$ cat src/rtl/tbpf_pkg.sv
// ============================================================================
// Tiled background pixel fetch: shared package
// Request and result codes, register indexes, widths and the structs that
// travel between the modules of the fetch block.
// ============================================================================
`default_nettype none

package tbpf_pkg;

   // Field widths of the channels.
   localparam int REQ_TYPE_W   = 2;
   localparam int PIXEL_W      = 8;
   localparam int MEM_DATA_W   = 16;
   localparam int KIND_W       = 2;
   localparam int ADDR_W       = 17;
   localparam int VALUE_W      = 12;
   localparam int CSR_IDX_W    = 3;
   localparam int CSR_DATA_W   = 10;

   // Tile data addresses are computed one bit wider so that a crossing into
   // object memory can be seen.
   localparam int TILE_ADDR_W  = 18;
   localparam logic [TILE_ADDR_W-1:0] OBJ_MEM_START = 18'h10000;

   // Request codes.
   localparam logic [REQ_TYPE_W-1:0] REQ_PIXEL = 2'd0;
   localparam logic [REQ_TYPE_W-1:0] REQ_MAP   = 2'd1;
   localparam logic [REQ_TYPE_W-1:0] REQ_TILE  = 2'd2;

   // Result kinds.
   localparam logic [KIND_W-1:0] KIND_MAP_ADDR  = 2'd0;
   localparam logic [KIND_W-1:0] KIND_TILE_ADDR = 2'd1;
   localparam logic [KIND_W-1:0] KIND_VALUE     = 2'd2;

   // Register indexes.
   localparam logic [CSR_IDX_W-1:0] CSR_CHAR_BASE   = 3'd0;
   localparam logic [CSR_IDX_W-1:0] CSR_COLOR_8BPP  = 3'd1;
   localparam logic [CSR_IDX_W-1:0] CSR_SCREEN_BASE = 3'd2;
   localparam logic [CSR_IDX_W-1:0] CSR_SCREEN_SIZE = 3'd3;
   localparam logic [CSR_IDX_W-1:0] CSR_SCROLL_X    = 3'd4;
   localparam logic [CSR_IDX_W-1:0] CSR_SCROLL_Y    = 3'd5;

   localparam logic [1:0] SIZE_WIDE_TALL = 2'd3;

   typedef struct packed {
      logic [1:0] tile_base;
      logic       color_8bpp;
      logic [4:0] map_base;
      logic [1:0] map_size;
      logic [9:0] scroll_x;
      logic [9:0] scroll_y;
   } cfg_type;

   typedef struct packed {
      logic [REQ_TYPE_W-1:0] req_type;
      logic [PIXEL_W-1:0]    pixel_x;
      logic [PIXEL_W-1:0]    pixel_y;
      logic [MEM_DATA_W-1:0] mem_data;
   } item_type;

   typedef struct packed {
      logic [KIND_W-1:0]  result_kind;
      logic [ADDR_W-1:0]  mem_address;
      logic [VALUE_W-1:0] layer_value;
   } result_type;

endpackage

`default_nettype wire

$ cat src/rtl/tbpf_if.sv
// ============================================================================
// Tiled background pixel fetch: channel interfaces
// Valid/ready channels for requests, results and register writes.
// ============================================================================
`default_nettype none

interface tbpf_req_if;
   logic                             valid;
   logic                             ready;
   logic [tbpf_pkg::REQ_TYPE_W-1:0]  req_type;
   logic [tbpf_pkg::PIXEL_W-1:0]     pixel_x;
   logic [tbpf_pkg::PIXEL_W-1:0]     pixel_y;
   logic [tbpf_pkg::MEM_DATA_W-1:0]  mem_data;

   modport source (output valid, req_type, pixel_x, pixel_y, mem_data, input ready);
   modport sink   (input valid, req_type, pixel_x, pixel_y, mem_data, output ready);
endinterface

interface tbpf_rsp_if;
   logic                          valid;
   logic                          ready;
   logic [tbpf_pkg::KIND_W-1:0]   result_kind;
   logic [tbpf_pkg::ADDR_W-1:0]   mem_address;
   logic [tbpf_pkg::VALUE_W-1:0]  layer_value;

   modport source (output valid, result_kind, mem_address, layer_value, input ready);
   modport sink   (input valid, result_kind, mem_address, layer_value, output ready);
endinterface

interface tbpf_csr_if;
   logic                             valid;
   logic                             ready;
   logic [tbpf_pkg::CSR_IDX_W-1:0]   index;
   logic [tbpf_pkg::CSR_DATA_W-1:0]  data;

   modport source (output valid, index, data, input ready);
   modport sink   (input valid, index, data, output ready);
endinterface

`default_nettype wire

$ cat src/rtl/tbpf_csr.sv
// ============================================================================
// Tiled background pixel fetch: configuration registers
// Holds the layer setup; writes to unknown indexes are taken and dropped.
// ============================================================================
`default_nettype none

module tbpf_csr (
   input  wire logic         clock,
   input  wire logic         reset,
   tbpf_csr_if.sink          csr_bus,
   output tbpf_pkg::cfg_type cfg
);

   tbpf_pkg::cfg_type cfg_ff;
   tbpf_pkg::cfg_type cfg_in;

   assign csr_bus.ready = 1'b1;
   assign cfg           = cfg_ff;

   always_comb begin
      cfg_in = cfg_ff;
      if (csr_bus.valid) begin
         unique case (csr_bus.index)
            tbpf_pkg::CSR_CHAR_BASE:   cfg_in.tile_base  = csr_bus.data[1:0];
            tbpf_pkg::CSR_COLOR_8BPP:  cfg_in.color_8bpp = csr_bus.data[0];
            tbpf_pkg::CSR_SCREEN_BASE: cfg_in.map_base   = csr_bus.data[4:0];
            tbpf_pkg::CSR_SCREEN_SIZE: cfg_in.map_size   = csr_bus.data[1:0];
            tbpf_pkg::CSR_SCROLL_X:    cfg_in.scroll_x   = csr_bus.data[9:0];
            tbpf_pkg::CSR_SCROLL_Y:    cfg_in.scroll_y   = csr_bus.data[9:0];
            default:                   cfg_in            = cfg_ff;
         endcase
      end
   end

   always_ff @(posedge clock) begin
      if (reset) begin
         cfg_ff <= '0;
      end else begin
         cfg_ff <= cfg_in;
      end
   end

endmodule

`default_nettype wire

$ cat src/rtl/tbpf_fetch.sv
// ============================================================================
// Tiled background pixel fetch: step datapath
// Computes the result of one request and keeps the per-pixel fetch state.
// ============================================================================
`default_nettype none

module tbpf_fetch (
   input  wire logic               clock,
   input  wire logic               reset,
   input  wire logic               advance,
   input  wire tbpf_pkg::item_type item,
   input  wire tbpf_pkg::cfg_type  cfg,
   output tbpf_pkg::result_type    result,
   output logic                    has_result
);

   logic [2:0] fine_col_ff, fine_col_in;
   logic [2:0] fine_row_ff, fine_row_in;
   logic       high_nibble_ff, high_nibble_in;
   logic [3:0] pal_bank_ff, pal_bank_in;

   logic [10:0] sum_x;
   logic [10:0] sum_y;
   logic        blk_x;
   logic        blk_y;
   logic [1:0]  blk;
   logic [5:0]  map_block;
   logic [16:0] map_addr;

   logic [2:0]  tx;
   logic [2:0]  ty;
   logic [3:0]  pal_new;
   logic [15:0] off_8bpp;
   logic [14:0] off_4bpp;
   logic [17:0] tile_addr;
   logic        crossing;
   logic [3:0]  nibble;

   // Map position: the wrap to 256 or 512 pixels leaves bit 8 only on a
   // wide or tall map, where it moves on to a following screen block.
   always_comb begin
      sum_x     = {3'b000, item.pixel_x} + {1'b0, cfg.scroll_x};
      sum_y     = {3'b000, item.pixel_y} + {1'b0, cfg.scroll_y};
      blk_x     = cfg.map_size[0] & sum_x[8];
      blk_y     = cfg.map_size[1] & sum_y[8];
      blk       = (cfg.map_size == tbpf_pkg::SIZE_WIDE_TALL) ? {blk_y, blk_x}
                                                             : {1'b0, blk_x | blk_y};
      map_block = {1'b0, cfg.map_base} + {4'b0000, blk};
      map_addr  = {map_block, sum_y[7:3], sum_x[7:3], 1'b0};
   end

   // Tile data address with flips applied. The tile data base moves in steps
   // of 16 KiB.
   always_comb begin
      tx        = item.mem_data[10] ? ~fine_col_ff : fine_col_ff;
      ty        = item.mem_data[11] ? ~fine_row_ff : fine_row_ff;
      pal_new   = item.mem_data[15:12];
      off_8bpp  = {item.mem_data[9:0], ty, tx};
      off_4bpp  = {item.mem_data[9:0], ty, tx[2:1]};
      tile_addr = {2'b00, cfg.tile_base, 14'h0000}
                + (cfg.color_8bpp ? {2'b00, off_8bpp} : {3'b000, off_4bpp});
      crossing  = (tile_addr >= tbpf_pkg::OBJ_MEM_START);
      nibble    = high_nibble_ff ? item.mem_data[7:4] : item.mem_data[3:0];
   end

   always_comb begin
      fine_col_in    = fine_col_ff;
      fine_row_in    = fine_row_ff;
      high_nibble_in = high_nibble_ff;
      pal_bank_in    = pal_bank_ff;
      result         = '0;
      has_result     = 1'b1;
      unique case (item.req_type)
         tbpf_pkg::REQ_PIXEL: begin
            fine_col_in        = sum_x[2:0];
            fine_row_in        = sum_y[2:0];
            result.result_kind = tbpf_pkg::KIND_MAP_ADDR;
            result.mem_address = map_addr;
         end
         tbpf_pkg::REQ_MAP: begin
            fine_col_in    = tx;
            fine_row_in    = ty;
            pal_bank_in    = pal_new;
            high_nibble_in = ~cfg.color_8bpp & tx[0];
            if (crossing) begin
               result.result_kind = tbpf_pkg::KIND_VALUE;
               result.layer_value = cfg.color_8bpp ? 12'h000 : {pal_new, 8'h00};
            end else begin
               result.result_kind = tbpf_pkg::KIND_TILE_ADDR;
               result.mem_address = tile_addr[16:0];
            end
         end
         tbpf_pkg::REQ_TILE: begin
            result.result_kind = tbpf_pkg::KIND_VALUE;
            result.layer_value = cfg.color_8bpp ? {4'h0, item.mem_data[7:0]}
                                                : {pal_bank_ff, 4'h0, nibble};
         end
         default: begin
            has_result = 1'b0;
         end
      endcase
   end

   always_ff @(posedge clock) begin
      if (reset) begin
         fine_col_ff    <= '0;
         fine_row_ff    <= '0;
         high_nibble_ff <= 1'b0;
         pal_bank_ff    <= '0;
      end else if (advance) begin
         fine_col_ff    <= fine_col_in;
         fine_row_ff    <= fine_row_in;
         high_nibble_ff <= high_nibble_in;
         pal_bank_ff    <= pal_bank_in;
      end
   end

endmodule

`default_nettype wire

$ cat src/rtl/tiled_background_pixel_fetch.sv
// ============================================================================
// Tiled background pixel fetch
// Address and pixel logic for one text background layer, driven by a
// three-step exchange with video memory.
// ============================================================================
//
//   Channel   Direction  Carries
//   req_bus   in         request type, pixel position, memory word
//   rsp_bus   out        result kind, memory byte address, layer value
//   csr_bus   in         register index and write data
//
// One request transfer can be taken on every clock cycle while results are
// taken. A transferred request is held in the input register, and its result
// is loaded into the output register when it moves on; the output register
// offers the result until it transfers.
// Reset is synchronous and clears the valid flags of both registers, the fetch
// state and the configuration; the payload registers are not reset.
// A stalled result holds the output register; the input register then takes
// at most one more request, and once it is full the request channel deasserts
// ready until the result leaves.
// A request of the unknown type is taken and leaves no result.
// ============================================================================
`default_nettype none

module tiled_background_pixel_fetch (
   input  wire logic clock,
   input  wire logic reset,
   tbpf_req_if.sink  req_bus,
   tbpf_rsp_if.source rsp_bus,
   tbpf_csr_if.sink  csr_bus
);

   tbpf_pkg::cfg_type    cfg;
   tbpf_pkg::item_type   item_ff;
   tbpf_pkg::item_type   item_in;
   logic                 item_valid_ff;
   logic                 item_valid_in;
   tbpf_pkg::result_type result;
   tbpf_pkg::result_type result_ff;
   tbpf_pkg::result_type result_in;
   logic                 result_valid_ff;
   logic                 result_valid_in;
   logic                 has_result;
   logic                 advance;
   logic                 req_transfer;

   tbpf_csr u_csr (
      .clock   (clock),
      .reset   (reset),
      .csr_bus (csr_bus),
      .cfg     (cfg)
   );

   // The held request moves on as soon as the output register is free or is
   // being emptied in this cycle. The fetch state follows the same strobe, so
   // requests see the state in their arrival order.
   assign advance       = item_valid_ff & (~result_valid_ff | rsp_bus.ready);
   assign req_bus.ready = ~item_valid_ff | advance;
   assign req_transfer  = req_bus.valid & req_bus.ready;

   tbpf_fetch u_fetch (
      .clock      (clock),
      .reset      (reset),
      .advance    (advance),
      .item       (item_ff),
      .cfg        (cfg),
      .result     (result),
      .has_result (has_result)
   );

   always_comb begin
      item_in.req_type = req_bus.req_type;
      item_in.pixel_x  = req_bus.pixel_x;
      item_in.pixel_y  = req_bus.pixel_y;
      item_in.mem_data = req_bus.mem_data;

      item_valid_in = item_valid_ff;
      if (req_transfer) begin
         item_valid_in = 1'b1;
      end else if (advance) begin
         item_valid_in = 1'b0;
      end

      result_in       = result_ff;
      result_valid_in = result_valid_ff;
      if (advance) begin
         result_in       = result;
         result_valid_in = has_result;
      end else if (rsp_bus.ready) begin
         result_valid_in = 1'b0;
      end
   end

   always_ff @(posedge clock) begin
      if (reset) begin
         item_valid_ff   <= 1'b0;
         result_valid_ff <= 1'b0;
      end else begin
         item_valid_ff   <= item_valid_in;
         result_valid_ff <= result_valid_in;
      end
   end

   // Payload registers load without reset.
   always_ff @(posedge clock) begin
      if (req_transfer) begin
         item_ff <= item_in;
      end
      result_ff <= result_in;
   end

   assign rsp_bus.valid       = result_valid_ff;
   assign rsp_bus.result_kind = result_ff.result_kind;
   assign rsp_bus.mem_address = result_ff.mem_address;
   assign rsp_bus.layer_value = result_ff.layer_value;

endmodule

`default_nettype wire

$ cat src/flat_wrapper.sv
// flat-port wrapper written by rule: the top's interface ports become plain ports
module tiled_background_pixel_fetch_flat 
  (clock, reset, req_bus_valid, req_bus_req_type, req_bus_pixel_x, req_bus_pixel_y, req_bus_mem_data, req_bus_ready, rsp_bus_valid, rsp_bus_result_kind, rsp_bus_mem_address, rsp_bus_layer_value, rsp_bus_ready, csr_bus_valid, csr_bus_index, csr_bus_data, csr_bus_ready);
  tbpf_req_if req_bus_i ();
  tbpf_rsp_if rsp_bus_i ();
  tbpf_csr_if csr_bus_i ();
  input  wire logic clock;
  input  wire logic reset;
  input wire logic [$bits(req_bus_i.valid)-1:0] req_bus_valid;
  input wire logic [$bits(req_bus_i.req_type)-1:0] req_bus_req_type;
  input wire logic [$bits(req_bus_i.pixel_x)-1:0] req_bus_pixel_x;
  input wire logic [$bits(req_bus_i.pixel_y)-1:0] req_bus_pixel_y;
  input wire logic [$bits(req_bus_i.mem_data)-1:0] req_bus_mem_data;
  output wire logic [$bits(req_bus_i.ready)-1:0] req_bus_ready;
  output wire logic [$bits(rsp_bus_i.valid)-1:0] rsp_bus_valid;
  output wire logic [$bits(rsp_bus_i.result_kind)-1:0] rsp_bus_result_kind;
  output wire logic [$bits(rsp_bus_i.mem_address)-1:0] rsp_bus_mem_address;
  output wire logic [$bits(rsp_bus_i.layer_value)-1:0] rsp_bus_layer_value;
  input wire logic [$bits(rsp_bus_i.ready)-1:0] rsp_bus_ready;
  input wire logic [$bits(csr_bus_i.valid)-1:0] csr_bus_valid;
  input wire logic [$bits(csr_bus_i.index)-1:0] csr_bus_index;
  input wire logic [$bits(csr_bus_i.data)-1:0] csr_bus_data;
  output wire logic [$bits(csr_bus_i.ready)-1:0] csr_bus_ready;
  assign req_bus_i.valid = req_bus_valid;
  assign req_bus_i.req_type = req_bus_req_type;
  assign req_bus_i.pixel_x = req_bus_pixel_x;
  assign req_bus_i.pixel_y = req_bus_pixel_y;
  assign req_bus_i.mem_data = req_bus_mem_data;
  assign req_bus_ready = req_bus_i.ready;
  assign rsp_bus_valid = rsp_bus_i.valid;
  assign rsp_bus_result_kind = rsp_bus_i.result_kind;
  assign rsp_bus_mem_address = rsp_bus_i.mem_address;
  assign rsp_bus_layer_value = rsp_bus_i.layer_value;
  assign rsp_bus_i.ready = rsp_bus_ready;
  assign csr_bus_i.valid = csr_bus_valid;
  assign csr_bus_i.index = csr_bus_index;
  assign csr_bus_i.data = csr_bus_data;
  assign csr_bus_ready = csr_bus_i.ready;
  tiled_background_pixel_fetch u_core (.clock(clock), .reset(reset), .req_bus(req_bus_i), .rsp_bus(rsp_bus_i), .csr_bus(csr_bus_i));
endmodule
$ cat config.mk
export PLATFORM = sky130hd
export DESIGN_NAME = tiled_background_pixel_fetch_flat
export DESIGN_NICKNAME = d
export VERILOG_FILES = /design/src/rtl/tbpf_pkg.sv /design/src/rtl/tbpf_if.sv /design/src/rtl/tbpf_csr.sv /design/src/rtl/tbpf_fetch.sv /design/src/rtl/tiled_background_pixel_fetch.sv /design/src/flat_wrapper.sv
export SDC_FILE = /design/constraint.sdc
export NUM_CORES = 1
export LEC_CHECK = 0
export BUFFER_PORTS_ARGS = -buffer_cell sky130_fd_sc_hd__clkbuf_2
export CAP_MARGIN = 20
export CORE_UTILIZATION = 40
export DETAILED_ROUTE_END_ITERATION = 6
export PLACE_DENSITY = 0.71
export REMOVE_ABC_BUFFERS = 1
export SETUP_SLACK_MARGIN = 0.05
export SYNTH_ARGS = -nofsm -noshare
export SYNTH_HDL_FRONTEND = slang
export SYNTH_SLANG_ARGS = --single-unit
$ cat constraint.sdc
create_clock -name clock -period 4.15 [get_ports clock]
set_input_delay 0.2075 -clock clock [delete_from_list [all_inputs] [get_ports clock]]
set_output_delay 0.2075 -clock clock [all_outputs]
set_load 0.01 [all_outputs]
==> metrics.md, run 1 <==
| Metric | Value |
|---|---|
| Post-route clock period utilization | 0.813 |
| N_diodes | 0 |
| Post-cts resize count | 0 |
| First-pass GRT wire length | 17000 um |
| DP HPWL | around 8000 um |
| Synth Warn # | 0 |
| Required @ worst endpoint | 4.24 ns |
| Cell Count, Final, Fillers Out | roughly 700 |
| CP peak stage delay | between 0.4 and 0.5 ns |
| Worst-margin pin slew | approximately 0.87 ns |
| Post-synth cell types | 54 |
| CTS tree | built |
| Final Max Slew Viols | 0 |
| Seq/Total Area, Yosys | 0.558 |
| H-tree depth | 3 |
| Rel. slew slack | 0.419 |
| Die Ht | between 100 and 150 um |
| Core Area | roughly 0.012 mm^2 |
| Commonest non-fill, non-tap cell in the layout | clkbuf_2 |
| Die X-Extent | between 100 and 150 um |
| GRT Overall Usage | 0.172 |
| Register bit total from synthesis | ~110 |
| Kind of cell adding the most delay to the critical path | adder cells |
| Pin count of the biggest net entering global routing | 42 |
| Clock slew at reported path FFs | ~0.08 ns |
| Final #Nets | 604 |
| Syn Area/Cell | between 10 and 15 um^2 |
| Dpl cell area | between 0.005 and 0.006 mm^2 |
| Startpoint types | register |
| Total CTS buffers | 9 |
| Fraction of layout instances using a drive strength above 1 | 0.206 |
| Setup violators final | 0 |
| Max frequency | 0.296 GHz |
| Sequence of cells on the critical path | ha_1 -> fa_1 -> a21o_1 -> a41oi_1 -> a31oi_1 -> o21a_1 -> a211o_1 -> ha_1 -> fa_1 -> nand3_1 -> xor2_1 -> o21ai_0 |
| Antenna violations before repair | 0 |
| Crit. End Element | register |
| Vias | between 3000 and 4000 |
| P&R area growth vs syn | 17.7% |
| Final worst slack | 0.775 ns |
| Crit path DAT | 3.46 ns |
| Hold Violations, Final | 0 |
| Max-cap viol count | 0 |
| EDFF count, synth | 65 |
| # rows | 40 |
| Buf+Inv Stages, Crit Path | 0 |
| DR WL/cell | around 15 um |
| Root buffer cell | clkbuf_16 |
| Finished Cell Area | 0.00584 mm^2 |
| Slowest stage cell, crit path | fa_1 |
| Number of global-route vias before repair | ~3400 |
| Final Wtd Congestion | 0.823 |
| IO Pins | 86 |
| Dpl ws | 0.777 ns |
| Mapped Cells | about 450 |
| Routed WL | between 10000 and 15000 um |
| Ys async rst share | 0 |
| Setup TNS | 0 ns |
| Worst Skew | roughly 0.0083 ns |
| VDD IR-drop max | between 0.00015 and 0.0002 V |
| Crit-path max FO | 4 |
| HP Class | primary input to register |
| RSZ-0062 raised after global routing | false |
| Final ANT Viol Nets | 0 |
| CTS Hold Buffers Added | 0 |
| Static Leakage | 2.30 nW |
| Cell Area, Synth | 0.00497 mm^2 |
| Starting Density | 0.412 |
| WS Path Type | register to register |
| DIE AREA | 0.0129 mm^2 |
| Max clock buf depth | 2 |
| Minimum clock period | 3.38 ns |
| Worst-Skew Late Latency | ~0.35 ns |
| Pwr per Cell Area | between 300 and 400 mW/mm^2 |
| Final core occ | 0.485 |
| Top FF cell, synth | edfxtp_1 |
| Setup bufs post-CTS | 0 |
| Status | finished clean |
| DRT iter0 DRCs | approximately 230 |
| Number of cells after detailed placement | a little under 700 |
| Remaining DRCs | 0 |
| PortBufs | 83 |
| Clock Sinks | ~110 |
| Most frequent cells in the layout | clkbuf_2, nand2_1, edfxtp_1 |
| TritonRoute pass-1 iters | 4 |
| Grt ovf | 0 |
| Via density per instance | ~5.1 |
[cell families (layout without fill, tap and decap cells)]
logic type               count (synthesis)  in the layout  share of synthesized area
AND/OR/NAND/NOR                        149            149                      0.138
flip-flops                             106            106                      0.558
AO/OA/AOI/OAI                           88             88                      0.115
buffers and inverters                   31            112                     0.0244
multiplexers                            28             28                     0.0567
adder cells (fa/ha/maj)                 27             27                     0.0741
XOR/XNOR                                19             19                     0.0335
other                                    1              1                   0.000755
[worst register-to-register path, stage by stage (launching register included)]
cell	delay, ns
edfxtp_1	0.38
ha_1	0.23
fa_1	0.41
a21o_1	0.22
a41oi_1	0.25
a31oi_1	0.20
o21a_1	0.21
a211o_1	0.28
ha_1	0.21
fa_1	0.40
nand3_1	0.11
xor2_1	0.13
o21ai_0	0.07
[stage by stage]
| stage | hold slack, ns | total power [mW] |
|---|---|---|
| 6_report | 0.0313 | 2.27 |
| 5_1_grt | 0.0233 | 2.36 |
| 4_1_cts | 0.0221 | 2.29 |
| 3_5_place_dp | 0.386 | 1.42 |
| 3_3_place_gp | 0.386 | 1.41 |
| 2_1_floorplan | 0.277 | 1.32 |
[cell type report]
cell class,count,area (um^2)
clock buffer,9,225
multi-input combinational,312,2070
inverter,9,33.8
timing repair buffer,87,445
clock inverter,7,82.6
tap,168,210
sequential,106,2770
fill,1102,6220
[power by group]
group / internal, mW / leakage (nW) / switching [mW]
Clock: 0.479 / 0.153 / 0.397
Sequential: 1.17 / 0.963 / 0.0265
Combinational: 0.0816 / 1.18 / 0.118
Total: 1.73 / 2.30 / 0.542
[flip-flops by register name, summed over array words and instances (netlist names)]
register / flops
u_core.item_ff: 34
u_core.rsp_bus.mem_address: 17
u_core.u_fetch.pal_bank_ff: 4
u_core.rsp_bus.valid: 1
u_core.u_csr.cfg: 28
u_core.u_fetch.high_nibble_ff: 1
u_core.u_fetch.fine_row_ff: 3
u_core.item_valid_ff: 1
u_core.u_fetch.fine_col_ff: 3
u_core.rsp_bus.layer_value: 12
u_core.rsp_bus.result_kind: 2
[routing by layer]
metal / global-route usage / up-vias / wire length, um
met5: 0 / - / 0
met2: 0.276 / 120 / 4930
met1: 0.235 / 1654 / 4890
met3: 0.0234 / 11 / 613
li1: - / 1779 / -
met4: 0.0746 / 0 / 159
[worst paths after layout]
kind / start / to / slack (ns) / cells past startpoint
worst max-delay path: u_core.item_ff[16] / u_core.rsp_bus.mem_address[15] / 0.77 / 12
worst min-delay path: req_bus_mem_data[14] / u_core.item_ff[14] / 0.03 / 1
worst max register to register: u_core.item_ff[16] / u_core.rsp_bus.mem_address[15] / 0.77 / 12
worst min register to register: u_core.u_fetch.pal_bank_ff[3] / u_core.u_fetch.pal_bank_ff[3] / 0.46 / 2
[cells in the mapped netlist (all sizes together) (5+ instances only)]
cell / number / area share
o21ai: 14 / 0.014
inv: 9 / 0.0068
nor3: 6 / 0.0060
xor2: 7 / 0.012
nand3: 7 / 0.0071
dfxtp: 41 / 0.17
a21o: 5 / 0.0076
and2: 5 / 0.0068
a21oi: 32 / 0.032
a22oi: 6 / 0.0091
xnor2: 12 / 0.021
o2bb2ai: 5 / 0.0088
mux2i: 27 / 0.054
nand2: 66 / 0.050
o22ai: 5 / 0.0063
edfxtp: 65 / 0.39
clkbuf: 18 / 0.014
ha: 23 / 0.058
nor2: 41 / 0.031
(Power assumes the default switching activity.)
==> run 2: changes to the inputs <==
--- a/config.mk
+++ b/config.mk
@@ -5,6 +5,7 @@
 export SDC_FILE = /design/constraint.sdc
 export NUM_CORES = 1
 export LEC_CHECK = 0
+export ABC_AREA = 1
 export BUFFER_PORTS_ARGS = -buffer_cell sky130_fd_sc_hd__clkbuf_2
 export CAP_MARGIN = 20
 export CORE_UTILIZATION = 40
==> constraint.sdc (replaced) <==
create_clock -name clock -period 3.3 [get_ports clock]
set_input_delay 0.165 -clock clock [delete_from_list [all_inputs] [get_ports clock]]
set_output_delay 0.165 -clock clock [all_outputs]
set_load 0.01 [all_outputs]
==> run 2 against run 1 <==
  * Register-to-register slack lost 0.44 ns
  * Highest routed layer unchanged
  * Clock-buffer cell count grew 3
  * Critical path depth grew 3
  * Cell count grew 17%
  * Critical path type unchanged
  * Total power grew 30%
  * Clock power grew 28%
  * Non-clock buffer count grew 33
  * Maximum frequency grew 14%
  * Die area grew 0.52%
  * Largest power group unchanged
  * Via count grew 12%
  * Synthesized cell count grew 18%
==> metrics.md, run 2 <==
| Metric | Value |
|---|---|
| Worst-Skew Late Latency | 0.35 ns |
| Final Wtd Congestion | about 0.84 |
| Xor and xnor area share after synthesis | 0.0123 |
| Crit path DAT | a little over 3 ns |
| Top post-synthesis cells by area | edfxtp_1, dfxtp_1, nand2_1 |
| Fraction of layout instances using a drive strength above 1 | 0.196 |
| Commonest non-fill, non-tap cell in the layout | nand2_1 |
| Final #Nets | 726 |
| Synth Warn # | 0 |
| Crit Reg-Reg Endpoint | u_core.rsp_bus.mem_address[13] |
| Post-synth top area cell | edfxtp_1 |
| Worst Hold Slack | roughly 0.016 ns |
| Multi-input gate area | 0.00198 mm^2 |
| Mux cell area share after synthesis | 0 |
| Total CTS buffers | 9 |
| Register area | 0.00277 mm^2 |
| Top cell type's share of synthesized area | 0.391 |
| Int Pwr | approximately 2.3 mW |
| Sw frac | 0.229 |
| Minimum clock period | ~3.0 ns |
| Die X-Extent | 114 um |
| Starting Density | 0.412 |
| Crit-path most repeated cell | nand2_1 |
| TritonRoute pass-1 iters | 4 |
| Post-synthesis simple-gate area fraction | 0.186 |
| Clock Sinks | around 110 |
| Post-synth cell types | between 40 and 50 |
| Max clock buf depth | 2 |
| Slowest stage cell, crit path | fa_1 |
| Top FF cell, synth | edfxtp_1 |
| Root buffer cell | clkbuf_16 |
| Crit. End Element | register |
| Register bit total from synthesis | roughly 110 |
| Worst-margin pin slew | 0.699 ns |
| Routed WL | approximately 11000 um |
| Antenna violations before repair | 0 |
| Adder-cell area share of the yosys netlist | 0.0737 |
| Setup TNS | 0 ns |
| Cell Count, Final, Fillers Out | 820 |
| Static Leakage | ~2.7 nW |
| Sequence of cells on the critical path | ha_1 -> fa_1 -> nand3_1 -> nand3_2 -> nand2_1 -> nand2_1 -> nand2_1 -> nand2_1 -> nand3_1 -> nand2_1 -> ha_1 -> fa_1 -> nand2_1 -> inv_1 -> o32ai_1 |
| Main combinational cell family by area after synthesis | simple AND/OR/NAND/NOR gates |
| Worst Skew | about 0.0084 ns |
| Remaining DRCs | 0 |
| H-tree depth | 3 |
| Via density per instance | 4.85 |
| DIE AREA | 0.0129 mm^2 |
| Synth Area in Compound Gates | 0.123 |
| Seq/Total Area, Yosys | 0.555 |
| Final Max Slew Viols | 0 |
| Most frequent cells in the layout | nand2_1, clkbuf_2, nor2_1 |
| Logic pwr share | 0.110 |
| DP HPWL | ~8000 um |
| Fillers | between 1000 and 1500 |
| Worst setup path startpoint | u_core.item_ff[16] |
| Syn Area/Cell | roughly 9.4 um^2 |
| Post-cts resize count | 0 |
| Core Area | 0.0121 mm^2 |
| R2R Path Start | u_core.item_ff[16] |
| Crit-path max FO | 4 |
| DR WL/cell | ~14 um |
| Die Ht | between 100 and 150 um |
| Pwr per Cell Area | between 400 and 500 mW/mm^2 |
| EDFF count, synth | 65 |
| First-pass GRT wire length | 18100 um |
| Required @ worst endpoint | about 3.5 ns |
| CP endpoint | u_core.rsp_bus.mem_address[13] |
| Hold Violations, Final | 0 |
| Dpl ws | a little under 0.4 ns |
| P&R area growth vs syn | 24.8% |
| Mapped Cells | 529 |
| Pin count of the biggest net entering global routing | 39 |
| CP peak stage delay | 0.41 ns |
| RSZ-0062 raised after global routing | false |
| HP Class | primary input to register |
| Clock power share | 0.380 |
| Ys async rst share | 0 |
| # rows | 40 |
| Vias | just under 4000 |
| Tot Pwr | a little under 3 mW |
| Grt ovf | 0 |
| Most numerous cell in the Yosys netlist | nand2_1 |
| WS Path Type | register to register |
| Final worst slack | approximately 0.34 ns |
| Setup violators final | 0 |
| IO Pins | 86 |
| Post-route clock period utilization | 0.898 |
| R2R cell count | 15 |
| N_diodes | 0 |
| Final ANT Viol Nets | 0 |
| Rel. slew slack | 0.534 |
| CTS tree | built |
| Startpoint types | register |
| PortBufs | 83 |
| Max FFs per register | 34 |
| GRT Overall Usage | 0.182 |
| Max frequency | between 0.3 and 0.4 GHz |
| Most flops, register | u_core.item_ff |
| Sw power | roughly 680 uW |
| Cell Area, Synth | between 0.004 and 0.005 mm^2 |
| Number of global-route vias before repair | 3846 |
| Commonest cells post-synth | nand2_1, nor2_1, edfxtp_1 |
| Hold_sp | req_bus_mem_data[9] |
| Clock slew at reported path FFs | about 0.070 ns |
| DRT iter0 DRCs | ~200 |
| Max-cap viol count | 0 |
| Reg power frac | 0.510 |
| Status | finished clean |
| VDD IR-drop max | between 0.0002 and 0.0003 V |
| R2r setup slk | around 0.34 ns |
| Number of cells after detailed placement | 772 |
run 2: changes by cell type after synthesis, moves of 10 or more:
| cell | before | now |
|---|---|---|
| o21ai_1 | 0 | 40 |
| nand2_1 | 66 | 103 |
| nand3_1 | 7 | 36 |
| mux2i_1 | 27 | 0 |
| nor2_1 | 41 | 68 |
| inv_1 | 9 | 27 |
| clkbuf_1 | 18 | 1 |
| inv_2 | 0 | 14 |
| xnor2_1 | 12 | 2 |
run 2: critical path, delay by kind of cell (launching register included):
kind	cells	cell delay, ns
fa+ha+maj	4	1.25
simple gates	9	0.77
flops	1	0.38
compound gates	1	0.28
buf+inv	1	0.08
run 2: how the worst min path moves through the flow:
stage	endpoint	depth (start not counted)
finish	u_core.item_ff[9]	1
floorplan	u_core.u_fetch.fine_row_ff[1]	1
global route	u_core.item_ff[9]	1
global placement	u_core.item_ff[13]	1
CTS	u_core.item_ff[9]	1
detailed placement	u_core.item_ff[2]	1
run 2: what timing repair did:
action                                  in CTS  in global routing
buffers inserted                             0                  0
endpoints found under the setup margin       0                  0
endpoints found under the hold margin       32                  0
hold buffers                                32                  0
run 2: stage by stage:
stage	instance area, um^2	utilization
after global routing	6230	0.514
after floorplan	4920	-
after global placement	5590	0.461
final	6230	0.514
after detailed placement	5590	0.461
after CTS	6230	0.514
run 2: final cells by class:
cell class,instances,share of cell area
sequential,106,0.445
clock buffer,12,0.0446
inverter,46,0.0281
multi-input combinational,364,0.317
tap,168,0.0337
timing repair buffer,120,0.124
clock inverter,4,0.00743
run 2: power by group through the flow:
| stage | clock (mW) | combinational [mW] | sequential [mW] |
|---|---|---|---|
| floorplan | 0 | 0.171 | 1.54 |
| global placement | 0 | 0.288 | 1.54 |
| detailed placement | 0 | 0.295 | 1.54 |
| CTS | 1.16 | 0.327 | 1.51 |
| global route | 1.20 | 0.364 | 1.51 |
| finish | 1.12 | 0.325 | 1.51 |
run 2: cell families (layout without fill, tap and decap cells):
| family | after synthesis | after routing |
|---|---|---|
| AND/OR/NAND/NOR | 222 | 222 |
| buffers and inverters | 59 | 182 |
| other | 1 | 1 |
| flip-flops | 106 | 106 |
| XOR/XNOR | 7 | 7 |
| AO/OA/AOI/OAI | 107 | 107 |
| adder cells (fa/ha/maj) | 27 | 27 |
run 2: routing by layer:
layer  vias up  routed length [um]  track usage
met1      1845                4950        0.220
met3        11                 476       0.0452
met2        89                5630        0.323
met5         -                   0            0
li1       2035                   -            -
met4         0                 135       0.0465
